**src/hdl/blob_base_fee_exponential_macros.svh**
```systemverilog
// Assertion helpers shared by the RTL. All sample on clk, off during rst.
`ifndef BLOB_BASE_FEE_EXPONENTIAL_MACROS_SVH
`define BLOB_BASE_FEE_EXPONENTIAL_MACROS_SVH

// Same-cycle implication.
`define BBFE_ASSERT_NOW(label, ante, cons, msg) \
  label: assert property (@(posedge clk) disable iff (rst) (ante) |-> (cons)) \
    else $error(msg);

// Next-cycle implication.
`define BBFE_ASSERT_NEXT(label, ante, cons, msg) \
  label: assert property (@(posedge clk) disable iff (rst) (ante) |=> (cons)) \
    else $error(msg);

`endif

```
**src/hdl/bbfe_pkg.sv**
```systemverilog
package bbfe_pkg;

  // Limb width of the series arithmetic and of the input and config fields.
  localparam int LIMB_W = 64;
  // Width of the series divisor d * i.
  localparam int DIVR_W = 2 * LIMB_W;
  // Width of the returned fee.
  localparam int FEE_W  = 2 * LIMB_W;

  typedef logic [LIMB_W-1:0] limb_t;
  typedef logic [DIVR_W-1:0] divr_t;

endpackage

```
**src/hdl/bbfe_div.sv**
```systemverilog
// Restoring divider, one quotient bit per cycle, numerator MSB first.
// The numerator shift register takes quotient bits in at the bottom.
module bbfe_div #(
  parameter int NUM_W = 256
) (
  input  logic               clk,
  input  logic               rst,
  input  logic               start,
  input  logic [NUM_W-1:0]   num,
  input  bbfe_pkg::divr_t    dvs,
  output logic               done,
  output logic [NUM_W-1:0]   quo
);

  localparam int CNT_W = $clog2(NUM_W);

  logic [NUM_W-1:0]          nsh;
  bbfe_pkg::divr_t           rem;
  bbfe_pkg::divr_t           dvs_q;
  logic [CNT_W-1:0]          cnt;
  logic                      busy;

  logic [bbfe_pkg::DIVR_W:0] rem_sh;
  logic [bbfe_pkg::DIVR_W:0] rem_sub;
  logic                      ge;

  // One restoring step: shift in the next numerator bit, try the subtract
  always_comb begin
    rem_sh  = {rem, nsh[NUM_W-1]};
    rem_sub = rem_sh - {1'b0, dvs_q};
    ge      = !rem_sub[bbfe_pkg::DIVR_W];
  end

  // Control
  always_ff @(posedge clk) begin
    if (rst) begin
      busy <= 1'b0;
      done <= 1'b0;
      cnt  <= '0;
    end else begin
      done <= 1'b0;
      if (start) begin
        busy <= 1'b1;
        cnt  <= '0;
      end else if (busy) begin
        cnt <= cnt + 1'b1;
        if (cnt == CNT_W'(NUM_W - 1)) begin
          busy <= 1'b0;
          done <= 1'b1;
        end
      end
    end
  end

  // Datapath
  always_ff @(posedge clk) begin
    if (start) begin
      nsh   <= num;
      rem   <= '0;
      dvs_q <= dvs;
    end else if (busy) begin
      nsh <= {nsh[NUM_W-2:0], ge};
      rem <= ge ? rem_sub[bbfe_pkg::DIVR_W-1:0] : rem_sh[bbfe_pkg::DIVR_W-1:0];
    end
  end

  assign quo = nsh;

endmodule

```
**config.mk**
```make
export PLATFORM = sky130hd
export DESIGN_NAME = bbfe_div
export DESIGN_NICKNAME = d
export VERILOG_FILES = /design/src/hdl/blob_base_fee_exponential_macros.svh /design/src/hdl/bbfe_pkg.sv /design/src/hdl/bbfe_div.sv
export SDC_FILE = /design/constraint.sdc
export NUM_CORES = 1
export LEC_CHECK = 0
export BUFFER_PORTS_ARGS = -buffer_cell sky130_fd_sc_hd__buf_2
export CAP_MARGIN = 10
export CORE_AREA = 2 2 247 249
export CTS_BUF_LIST = sky130_fd_sc_hd__clkbuf_8
export DETAILED_ROUTE_END_ITERATION = 7
export DIE_AREA = 0 0 249 251
export GPL_TIMING_DRIVEN = 0
export PLACE_DENSITY = 0.74
export SYNTH_ARGS = -nofsm -noshare
export SYNTH_HDL_FRONTEND = slang
export SYNTH_SLANG_ARGS = --single-unit
export TNS_END_PERCENT = 100
```
**constraint.sdc**
```tcl
create_clock -name clk -period 10.6 [get_ports clk]
set_input_delay 2.12 -clock clk [delete_from_list [all_inputs] [get_ports clk]]
set_output_delay 2.12 -clock clk [all_outputs]
set_load 0.02 [all_outputs]
```
Word level (Yosys, flattened, before mapping)
Cells that the tools add are included.

Register bits after elaboration: 522. Latch bits: 0. RAM bits: 0. Bits in read-only memories: 0. Input port bits: 387. Output and inout port bits: 257. Logic and storage cells: 21. Memories kept: 0.

Add/sub/neg operators: 2. Multiply operators: 0. Divide/modulo/power cells: 0. $lt $le $gt $ge: 0. Eq/ne operators: 1. Shift-type cells: 0. Mux-type cells: 7. Bitwise logic cells: 1. Reductions and logical operators: 4.

Operators with widths (count): two-way mux 256 bit (2); subtractor 129 x 128 -> 129 bit (1); two-way mux 128 bit (1); adder 8 x 1 -> 8 bit, second input constant (1); equality test 8 bit, second input constant (1); two-way mux 1 bit (4); OR reduction 3 bit (1); nonzero test 2 bit (1); OR reduction 2 bit (1); zero test 1 bit (1); inverter 1 bit (1).

Longest topological paths before layout
Gate-level depths: netlist of run 1.

Word-level depth: 4. Mapped depth: 17. Mapped depth without buffers: 15.

Worst setup path before layout of run 1
OpenSTA, ideal clock, no wires.

Path type: input to register. Start point: input port start. End point: register nsh[0] (netlist: quo[0]) (enable). Library setup time: 0.605 ns. Arrival time: 7.603 ns. Data required time: 9.995 ns. Slack: 2.391 ns. Stages on the path: 4. Path buffers: 2. Path through: clkbuf_1 -> nor2_1 -> clkbuf_1 -> inv_1.

Cells in the longest elaborated chain, start to end: 1.

Ends and longest elaborated chain: start: declaration (line bbfe_div.sv:8) `input logic start,`; nonzero test 2 bit (no source line); end signal: assignment (line bbfe_div.sv:58) `nsh <= num;`; end signal: assignment (line bbfe_div.sv:62) `nsh <= {nsh[NUM_W-2:0], ge};`; end: declaration (line bbfe_div.sv:17) `logic [NUM_W-1:0] nsh;`.

Every way passes these cells. A chain may end at the register's enable or synchronous reset.

Worst setup path in the final report of run 1
Start point: input port start. End point: register rem[85].

RTL lines: end signal: assignment (line bbfe_div.sv:63) `rem <= ge ? rem_sub[bbfe_pkg::DIVR_W-1:0] : rem_sh[bbfe_pkg::DIVR_W-1:0];`; end: declaration (line bbfe_div.sv:18) `bbfe_pkg::divr_t rem;`.

No word-level cell between the ends.

==> summary by stage, run 1 <==
Outcome
The run finished with clean final reports.

Setup path
The signal on the critical path passes through buf_6, clkbuf_1, clkbuf_1, clkbuf_1, clkbuf_1, nor2_1. The worst setup path is captured at a flip-flop. The number of buffer and inverter stages on the critical path is 5.

Data arrives at the worst endpoint at between 5 and 6 ns. Among the stages of the critical path, the cell type that occurs most often is sky130_fd_sc_hd__clkbuf_1. Measured in cells, the most critical reg-to-reg path has a length of 16. The worst register-to-register path ends at rem[99]$_SDFFE_PP0P_.

The critical path in this run is classified as input port to flip-flop. The capturing element of the worst setup path is rem[85]$_SDFFE_PP0P_. The startpoint identified for the worst register-to-register timing path is quo[255]$_DFFE_PP_.

Among cell families on the critical path, the largest total delay comes from buffers and inverters. In this run the register-to-register setup slack is 5.69 ns. The critical path depth in cells is 6. The launch point of the worst path is start. STA classifies the critical path startpoint as an input port. The slowest stage of the critical path is the sky130_fd_sc_hd__clkbuf_1 cell. The largest single stage delay on the critical path is roughly 0.90 ns. The largest fanout of any net on the critical path is about 50.

The required arrival time at the worst endpoint is 11.16 ns.

Power
Of the total power, the clock network draws 0.311. Of the total power, registers draw 0.417. Of the total power, the share spent switching nets is 0.346. The fraction of power consumed by combinational cells is 0.271. The leakage power summed over all cells is 15.1 nW.

The worst-case IR drop observed on VDD is 0.000116 V. The power density over the cells is 172 mW/mm^2. For this design the total switching power over the nets is 2.13 mW. The internal power contribution is 4.02 mW.

Clock tree
The number of gates resized after CTS was 0. The H-tree generated during clock tree synthesis spans 3 levels. The number of buffers inserted for hold repair after clock tree synthesis is 0. The clock drives 522 sinks. At the later pin of the worst-skew pair, clock insertion delay measures 0.71 ns. The TritonCTS clock tree is yes. The buffer type at the clock tree root is sky130_fd_sc_hd__clkbuf_8. The clock passes through at most 3 buffers.

In this run, CTS created clock tree buffers numbering 89. Buffers added to address setup during post-CTS repair amount to 0. After clock tree synthesis, the clock-pin slew on the worst setup and hold paths is 0.06 ns.

Placement
The HPWL after detailed placement is 94600 um. The congestion estimate from routability-driven global placement came to 1.04. The post-placement cell count is 4307. The number of port buffers is 643.

STA
Subtracting the final worst setup slack from the clock period gives between 5 and 6 ns. Based on the critical path, the design can be clocked at up to 0.191 GHz. Clock skew on the completed layout was measured at 0.0299 ns. The final count of pins violating max slew was 0. The count of final hold-check violations is 0. The worst max-slew margin expressed relative to the limit is 0.197. The smallest hold slack is 0.481 ns. For the pin with the worst max-slew slack, the measured transition is 1.21 ns. Setup violations remaining at the end of the flow were counted as 0.

Setup repair after global routing left no endpoint under its margin. In the finished design, the share of the clock period the worst path needs comes to 0.495. The aggregate negative setup slack is 0 ns.

Route
The number of DRC violations after detailed routing is 0. The first detailed-routing pass took 5 iterations. Dividing the detail-routed via count by the number of cells gives 6.00. In this run the remaining antenna-violating nets after routing total 0. The routed layout has around 27000 vias. The final layout contains routed wiring with a total length of approximately 120000 um.

For this block, the initial DRC count from the detailed router was slightly below 3000. The average wire per cell in the routed design is 26.3 um.

Yosys
The register bit count reported by yosys is between 500 and 600. The sequential element share of the synthesized area is 0.485. The proportion of synthesized flip-flops having asynchronous set or reset is 0. The cell area after synthesis is 0.0295 sq mm.

When the netlist entered floorplanning its net count stood at 3396. The count of flip-flops with a built-in enable after synthesis is ~380. The area share of the largest cell type after synthesis is 0.391. In the synthesized netlist, the number of instances is 2879.

For this run, the leading register cell type out of synthesis is sky130_fd_sc_hd__edfxtp_1. In this run the mean area of a mapped cell was 10.2 sq um. Synthesis instantiated 90 different standard cells from the library.

Of all cell types, the one taking the most synthesized area is sky130_fd_sc_hd__edfxtp_1. In the post-synthesis netlist, the biggest area contributors are sky130_fd_sc_hd__edfxtp_1 39%, sky130_fd_sc_hd__mux2_2 9.8%, sky130_fd_sc_hd__dfxtp_1 9.4%. The Yosys step of the flow raised 0 warnings.

Floorplanning
The width of the die is 249 um. The die outline height is between 200 and 300 um. For this configuration, the core starts out at a cell density of 0.493. The number of top-level design ports is 644. The number of rows created at floorplan is 90. The area of the core is approximately 0.06 sq mm.

The die footprint is 0.0625 sq mm.

Flow run
Max-cap violations in this run came to 0.

Finish
After the last flow step, the layout net total stands at 4133. In the layout the commonest cells are 677 x sky130_fd_sc_hd__buf_2, 384 x sky130_fd_sc_hd__edfxtp_1, 295 x sky130_fd_sc_hd__a21oi_1. The most frequent standard cell in the layout excluding fill and tap cells is sky130_fd_sc_hd__buf_2. The number of non-filler instances in the completed layout is 4482. Of the cells placed in the final design, the portion with a size suffix greater than 1 is 0.296. The area added between synthesis and finish is 20.9%.

Global route
Across every metal layer, demand over resource in global routing totals 0.368. The pin count of the biggest net entering global routing is 96. The number of antenna violations at the first check in global routing is 26. After global routing the overflow that remains totals 0.

The number of global-route vias before repair is between 20000 and 30000. The first global-routing pass estimated 169000 um of wire.

Hold path
In this run the worst hold path is classified as flip-flop to flip-flop.
[worst min-delay path by stage]
stage,start,end,slack (ns),cells past startpoint
global route,rem[7]$_SDFFE_PP0P_,rem[7]$_SDFFE_PP0P_,0.49,2
detailed placement,rem[7]$_SDFFE_PP0P_,rem[7]$_SDFFE_PP0P_,0.47,2
global placement,rem[7]$_SDFFE_PP0P_,rem[7]$_SDFFE_PP0P_,0.46,2
floorplan,rem[7]$_SDFFE_PP0P_,rem[7]$_SDFFE_PP0P_,0.44,2
CTS,rem[7]$_SDFFE_PP0P_,rem[7]$_SDFFE_PP0P_,0.48,2
finish,rem[7]$_SDFFE_PP0P_,rem[7]$_SDFFE_PP0P_,0.48,2
[kinds of logic (layout without fill, tap and decap cells)]
| kind of cell | count (synthesis) | after routing | synth area share |
|---|---|---|---|
| compound gates | 834 | 834 | 0.177 |
| other cells | 0 | 10 | 0 |
| flops | 522 | 522 | 0.485 |
| buf+inv | 337 | 1148 | 0.0448 |
| simple gates | 672 | 672 | 0.102 |
| xor+xnor | 120 | 120 | 0.0356 |
| mux | 264 | 264 | 0.100 |
| fa+ha+maj | 130 | 130 | 0.0554 |
[routing by layer]
| layer | track usage | routed length, um | up-vias |
|---|---|---|---|
| li1 | - | - | 12109 |
| met1 | 0.493 | 47900 | 13086 |
| met2 | 0.560 | 51000 | 1436 |
| met3 | 0.111 | 13700 | 251 |
| met4 | 0.146 | 5130 | 16 |
| met5 | 0 | 110 | - |
[cells in the mapped netlist, types with 56 or more instances]
library cell,n
sky130_fd_sc_hd__edfxtp_1,384
sky130_fd_sc_hd__a21oi_1,295
sky130_fd_sc_hd__nor2_1,275
sky130_fd_sc_hd__mux2_2,256
sky130_fd_sc_hd__nand2_1,196
sky130_fd_sc_hd__inv_1,168
sky130_fd_sc_hd__dfxtp_1,138
sky130_fd_sc_hd__o21ai_0,135
sky130_fd_sc_hd__ha_1,129
sky130_fd_sc_hd__clkbuf_1,122
sky130_fd_sc_hd__a21o_1,69
sky130_fd_sc_hd__nand4_1,65
sky130_fd_sc_hd__xnor2_1,64
sky130_fd_sc_hd__a211oi_1,61
sky130_fd_sc_hd__xor2_1,56
[metrics by stage]
step	worst slack [ns]	utilization	area [sq um]	power, mW
finish	5.36	0.596	35700	6.15
global route	5.26	0.596	35700	6.39
CTS	5.41	0.596	35600	6.13
detailed placement	4.66	0.565	33800	4.22
global placement	-3.25	0.564	33700	4.22
floorplan	2.39	-	29500	3.62
[sequential cells by signal (all words and copies together) (netlist names)]
register and cells:
busy 1, cnt 8, done 1, dvs_q 128, quo 256, rem 128
[power groups by stage]
| stage | sequential [mW] | clock, mW | combinational, mW |
|---|---|---|---|
| floorplan | 2.69 | 0 | 0.931 |
| global placement | 2.61 | 0 | 1.61 |
| detailed placement | 2.60 | 0 | 1.63 |
| CTS | 2.56 | 1.94 | 1.63 |
| global route | 2.58 | 2.02 | 1.79 |
| finish | 2.57 | 1.91 | 1.67 |
[worst reg2reg max path, cell delays in order, from the launching register on]
cell and delay [ns]:
sky130_fd_sc_hd__edfxtp_1 0.43, sky130_fd_sc_hd__inv_1 0.07, sky130_fd_sc_hd__ha_1 0.22, sky130_fd_sc_hd__fa_1 0.40
sky130_fd_sc_hd__nand2b_1 0.18, sky130_fd_sc_hd__a21o_1 0.20, sky130_fd_sc_hd__a22o_1 0.28, sky130_fd_sc_hd__o221ai_2 0.31
sky130_fd_sc_hd__o2bb2ai_2 0.25, sky130_fd_sc_hd__a21oi_2 0.22, sky130_fd_sc_hd__o31ai_4 0.30, sky130_fd_sc_hd__xnor2_1 0.20
sky130_fd_sc_hd__buf_4 0.27, sky130_fd_sc_hd__clkbuf_1 0.92, sky130_fd_sc_hd__o21ai_0 0.30, sky130_fd_sc_hd__o21ai_0 0.14
sky130_fd_sc_hd__nor2_1 0.06
[layout make-up]
class	instances	area (sq um)
tap	782	978
buffer	167	683
multi-input combinational	2020	13900
antenna	10	25.0
fill	5308	24100
timing repair buffer	646	3310
clock inverter	66	482
sequential	522	14300
clock buffer	99	1360
inverter	170	646
Power figures use the tool's default switching activity.
==> run 2, diff against run 1 <==
CORE_AREA = 2 2 251 253   (was 2 2 247 249)
DIE_AREA = 0 0 253 255   (was 0 0 249 251)
clock period = 4.4 ns   (was 10.6 ns; I/O delays follow)
==> run 2 against run 1 <==
  * Combinational power up 140%
  * Via count rose by 0.19%
  * Clock power rose by 130%
  * Die area rose by 3.2%
  * Largest power group unchanged
  * Register-to-register slack got worse by 5.6 ns
  * Final cell count grew 0.96%
  * Worst setup slack worse by 5.3 ns
  * Routed wire length shrank 1.2%
==> summary by stage, run 2 (synthesis gave the netlist of run 1 again) <==
Setup path
The launch point of the worst reg-to-reg path is dvs_q[12]$_DFFE_PP_. The critical path arrival came to 4.93 ns (-0.87 ns). The flop-to-flop setup slack was 0.08 ns (-5.61 ns).

The logic depth of the worst register-to-register path is 14 (-2). The required arrival time at the worst endpoint came to 5.01 ns (-6.15 ns). The largest fanout of any net on the critical path is 8 (-84%). The endpoint class of the critical path is a flip-flop.

The capturing element of the worst setup path is rem[121]$_SDFFE_PP0P_. The worst setup path is launched from a flip-flop. The critical path is of the flip-flop to flip-flop type. The launch point of the worst path is dvs_q[12]$_DFFE_PP_. In this run the critical register-to-register path is captured at rem[121]$_SDFFE_PP0P_.

Placement
The global placement routability congestion was 1.08 (+3.7%). The post-placement cell count is 4328 (+0.49%). The number of port buffers was 643 (unchanged).

The detailed-placement wirelength estimate is 92600 um (-2.2%).

STA
The worst max-slew margin expressed relative to the limit came to 0.334 (+0.137). The clock period could shrink to 4.32 ns. The smallest hold slack is 0.323 ns (-0.158 ns). The final count of pins violating max slew came to 0 (unchanged). The maximum achievable frequency is 0.232 GHz.

The number of failing setup endpoints in the final timing report came to 0 (unchanged). The count of final hold-check violations was 0 (unchanged). The maximum clock skew at final layout came to 0.0343 ns (+0.00438 ns). The portion of the clock cycle consumed by the worst path in the final layout is 0.981. The actual slew at the worst max-slew pin is 0.999 ns (-0.206 ns).

Power
The sum of internal, switching and leakage power is 14.7 mW (+140%). The net switching fraction of the power is 0.351 (+0.00513). The share of total power in sequential cells is 0.420 (+0.003).

The worst ir drop on vdd is 0.000284 V (+150%). The leakage power summed over all cells is 15.3 nW (+0.89%). The power density over the cells is 409 mW/mm^2 (+140%).

The clock power share is 0.303 (-0.008). The fraction of power consumed by combinational cells is 0.277 (+0.006). The internal power contribution is 9.53 mW (+140%). The net load switching power is 5.16 mW (+140%).

Floorplanning
The die outline height was 255 um (+1.6%). The die footprint came to 0.0645 sq mm (+3.2%). The starting density of the core is 0.475 (-0.0188). The number of top-level design ports is 644 (unchanged).

The number of rows created at floorplan was 92 (+2.2%). The area of the core came to 0.0622 sq mm (+4.0%). The width of the die is 253 um (+1.6%).

Global route
The global router's overall resource usage is 0.349 (-0.0196). The pin count of the biggest net entering global routing is 69 (-28%). The total congestion overflow is 0 (unchanged). The number of antenna violations at the first check in global routing is 52 (+100%).

The first-pass GRT wire length is 165000 um (-2.5%). The number of global-route vias before repair is 25097 (-0.86%).

Flow run
The max capacitance violation total is 0 (unchanged).

Route
The wire length after detailed routing was 116000 um (-1.2%). The number of DRC violations after detailed routing is 0 (unchanged). The violation count after the first detailed-routing iteration is 3040 (+2.0%). The count of vias placed by the detailed router is 26950 (+0.19%). The final antenna-violating net count is 0 (unchanged). The average vias per placed instance is 5.96 (-0.76%). The average wire per cell in the routed design is 25.7 um (-2.1%). The count of TritonRoute iterations in the first routing pass is 6 (+1).

Finish
The number of non-filler instances in the completed layout came to 4525 (+0.96%). Leaving out fill and tap cells, the most frequent cell in the layout is sky130_fd_sc_hd__buf_2. The fraction of layout cells with a size suffix above 1 is 0.302 (+0.00582). The total of fill cells in the finished design came to 5581 (+5.1%). The combined area of the multi-input logic cells is 0.0140 sq mm (+0.57%). The area added between synthesis and finish is 21.6%. The number of nets in the finished design is 4138 (+0.12%). The number of flip-flops in the largest register is 256 (unchanged). The total area of sequential cells was 0.0143 sq mm (unchanged). In the layout the commonest cells are 675 x sky130_fd_sc_hd__buf_2, 384 x sky130_fd_sc_hd__edfxtp_1, 293 x sky130_fd_sc_hd__a21oi_1.

Clock tree
The number of CTS-inserted buffers was 89 (unchanged). The number of H-tree levels is 3 (unchanged). The total clock sinks is 522 (unchanged).

TritonCTS built the clock tree. The worst-case clock buffer depth is 3 (unchanged). The clock insertion delay at the later pin of the skew report is 0.73 ns (+0.02 ns). The buffer type at the clock tree root is sky130_fd_sc_hd__clkbuf_8.

The clock transition at the registers of the reported paths came to 0.07 ns (about the same).

Outcome
The flow ran to the end, and the final reports show no timing, DRC or antenna violations.

Hold path
The tightest min-delay check is of the input port to flip-flop type.
[run 2: changes by cell type in the layout (fill, tap and decap cells not counted), moves of 6 or more]
cell,previous run,this run
sky130_fd_sc_hd__buf_12,0,6
sky130_fd_sc_hd__inv_1,194,209
sky130_fd_sc_hd__diode_2,10,31
sky130_fd_sc_hd__clkbuf_2,1,13
sky130_fd_sc_hd__clkbuf_1,122,106
[run 2: how the worst min path moves through the flow]
| stage | endpoint | slack (ns) | depth (start not counted) | startpoint |
|---|---|---|---|---|
| 4_1_cts | dvs_q[91]$_DFFE_PP_ | 0.28 | 1 | dvs[91] |
| 6_report | dvs_q[91]$_DFFE_PP_ | 0.32 | 1 | dvs[91] |
| 5_1_grt | dvs_q[91]$_DFFE_PP_ | 0.31 | 1 | dvs[91] |
| 2_1_floorplan | rem[7]$_SDFFE_PP0P_ | 0.44 | 2 | rem[7]$_SDFFE_PP0P_ |
| 3_3_place_gp | rem[7]$_SDFFE_PP0P_ | 0.47 | 2 | rem[7]$_SDFFE_PP0P_ |
| 3_5_place_dp | rem[1]$_SDFFE_PP0P_ | 0.47 | 2 | rem[1]$_SDFFE_PP0P_ |
[run 2: repair_timing]
action	4_1_cts	5_1_grt
gates resized for setup	20	27
hold buffers	0	0
setup buffers	0	2
cloned	0	1
endpoints found under the setup margin	79	103
endpoints found under the hold margin	0	0
[run 2: stage by stage]
stage / setup WS (ns) / setup TNS (ns) / area (sq um) / utilization
4_1_cts: 0.00424 / 0 / 35700 / 0.574
3_5_place_dp: -0.356 / -9.81 / 33900 / 0.546
3_3_place_gp: -4.98 / -1608.71 / 33800 / 0.543
5_1_grt: -0.0965 / -0.263 / 35900 / 0.577
2_1_floorplan: -1.13 / -290.48 / 29500 / -
6_report: 0.0823 / 0 / 35900 / 0.577
[run 2: critical path, cell delays in order, from the launching register on]
cell and delay, ns:
sky130_fd_sc_hd__edfxtp_1 0.33, sky130_fd_sc_hd__inv_1 0.06, sky130_fd_sc_hd__ha_1 0.26, sky130_fd_sc_hd__buf_2 0.18
sky130_fd_sc_hd__nand2_1 0.12, sky130_fd_sc_hd__nor4_1 0.35, sky130_fd_sc_hd__o21ai_0 0.25, sky130_fd_sc_hd__a31oi_1 0.54
sky130_fd_sc_hd__a21o_1 0.39, sky130_fd_sc_hd__a21oi_1 0.23, sky130_fd_sc_hd__o31ai_2 0.65, sky130_fd_sc_hd__a21oi_1 0.22
sky130_fd_sc_hd__nor2_1 0.25, sky130_fd_sc_hd__mux2i_1 0.12, sky130_fd_sc_hd__o31a_1 0.26
[run 2: layout make-up]
cell class	instances	area share
buffer	165	0.0207
timing repair buffer	653	0.0947
clock buffer	95	0.0364
multi-input combinational	2020	0.389
inverter	170	0.0179
antenna	31	0.00216
sequential	522	0.398
clock inverter	70	0.0126
tap	799	0.0279
[run 2: power by group through the flow]
stage | sequential (mW) | clock (mW) | combinational [mW]
after floorplan | 6.48 | 0 | 2.25
after global placement | 6.28 | 0 | 3.87
after detailed placement | 6.25 | 0 | 3.93
after CTS | 6.16 | 4.50 | 3.95
after global routing | 6.21 | 4.69 | 4.36
final | 6.18 | 4.45 | 4.06
[run 2: routing by layer]
layer | up-vias | share of wire | GRT usage
met5 | - | 0.0019 | 0.00902
met4 | 22 | 0.053 | 0.173
met3 | 329 | 0.10 | 0.0949
met2 | 1396 | 0.45 | 0.541
met1 | 13059 | 0.40 | 0.450
li1 | 12144 | - | -
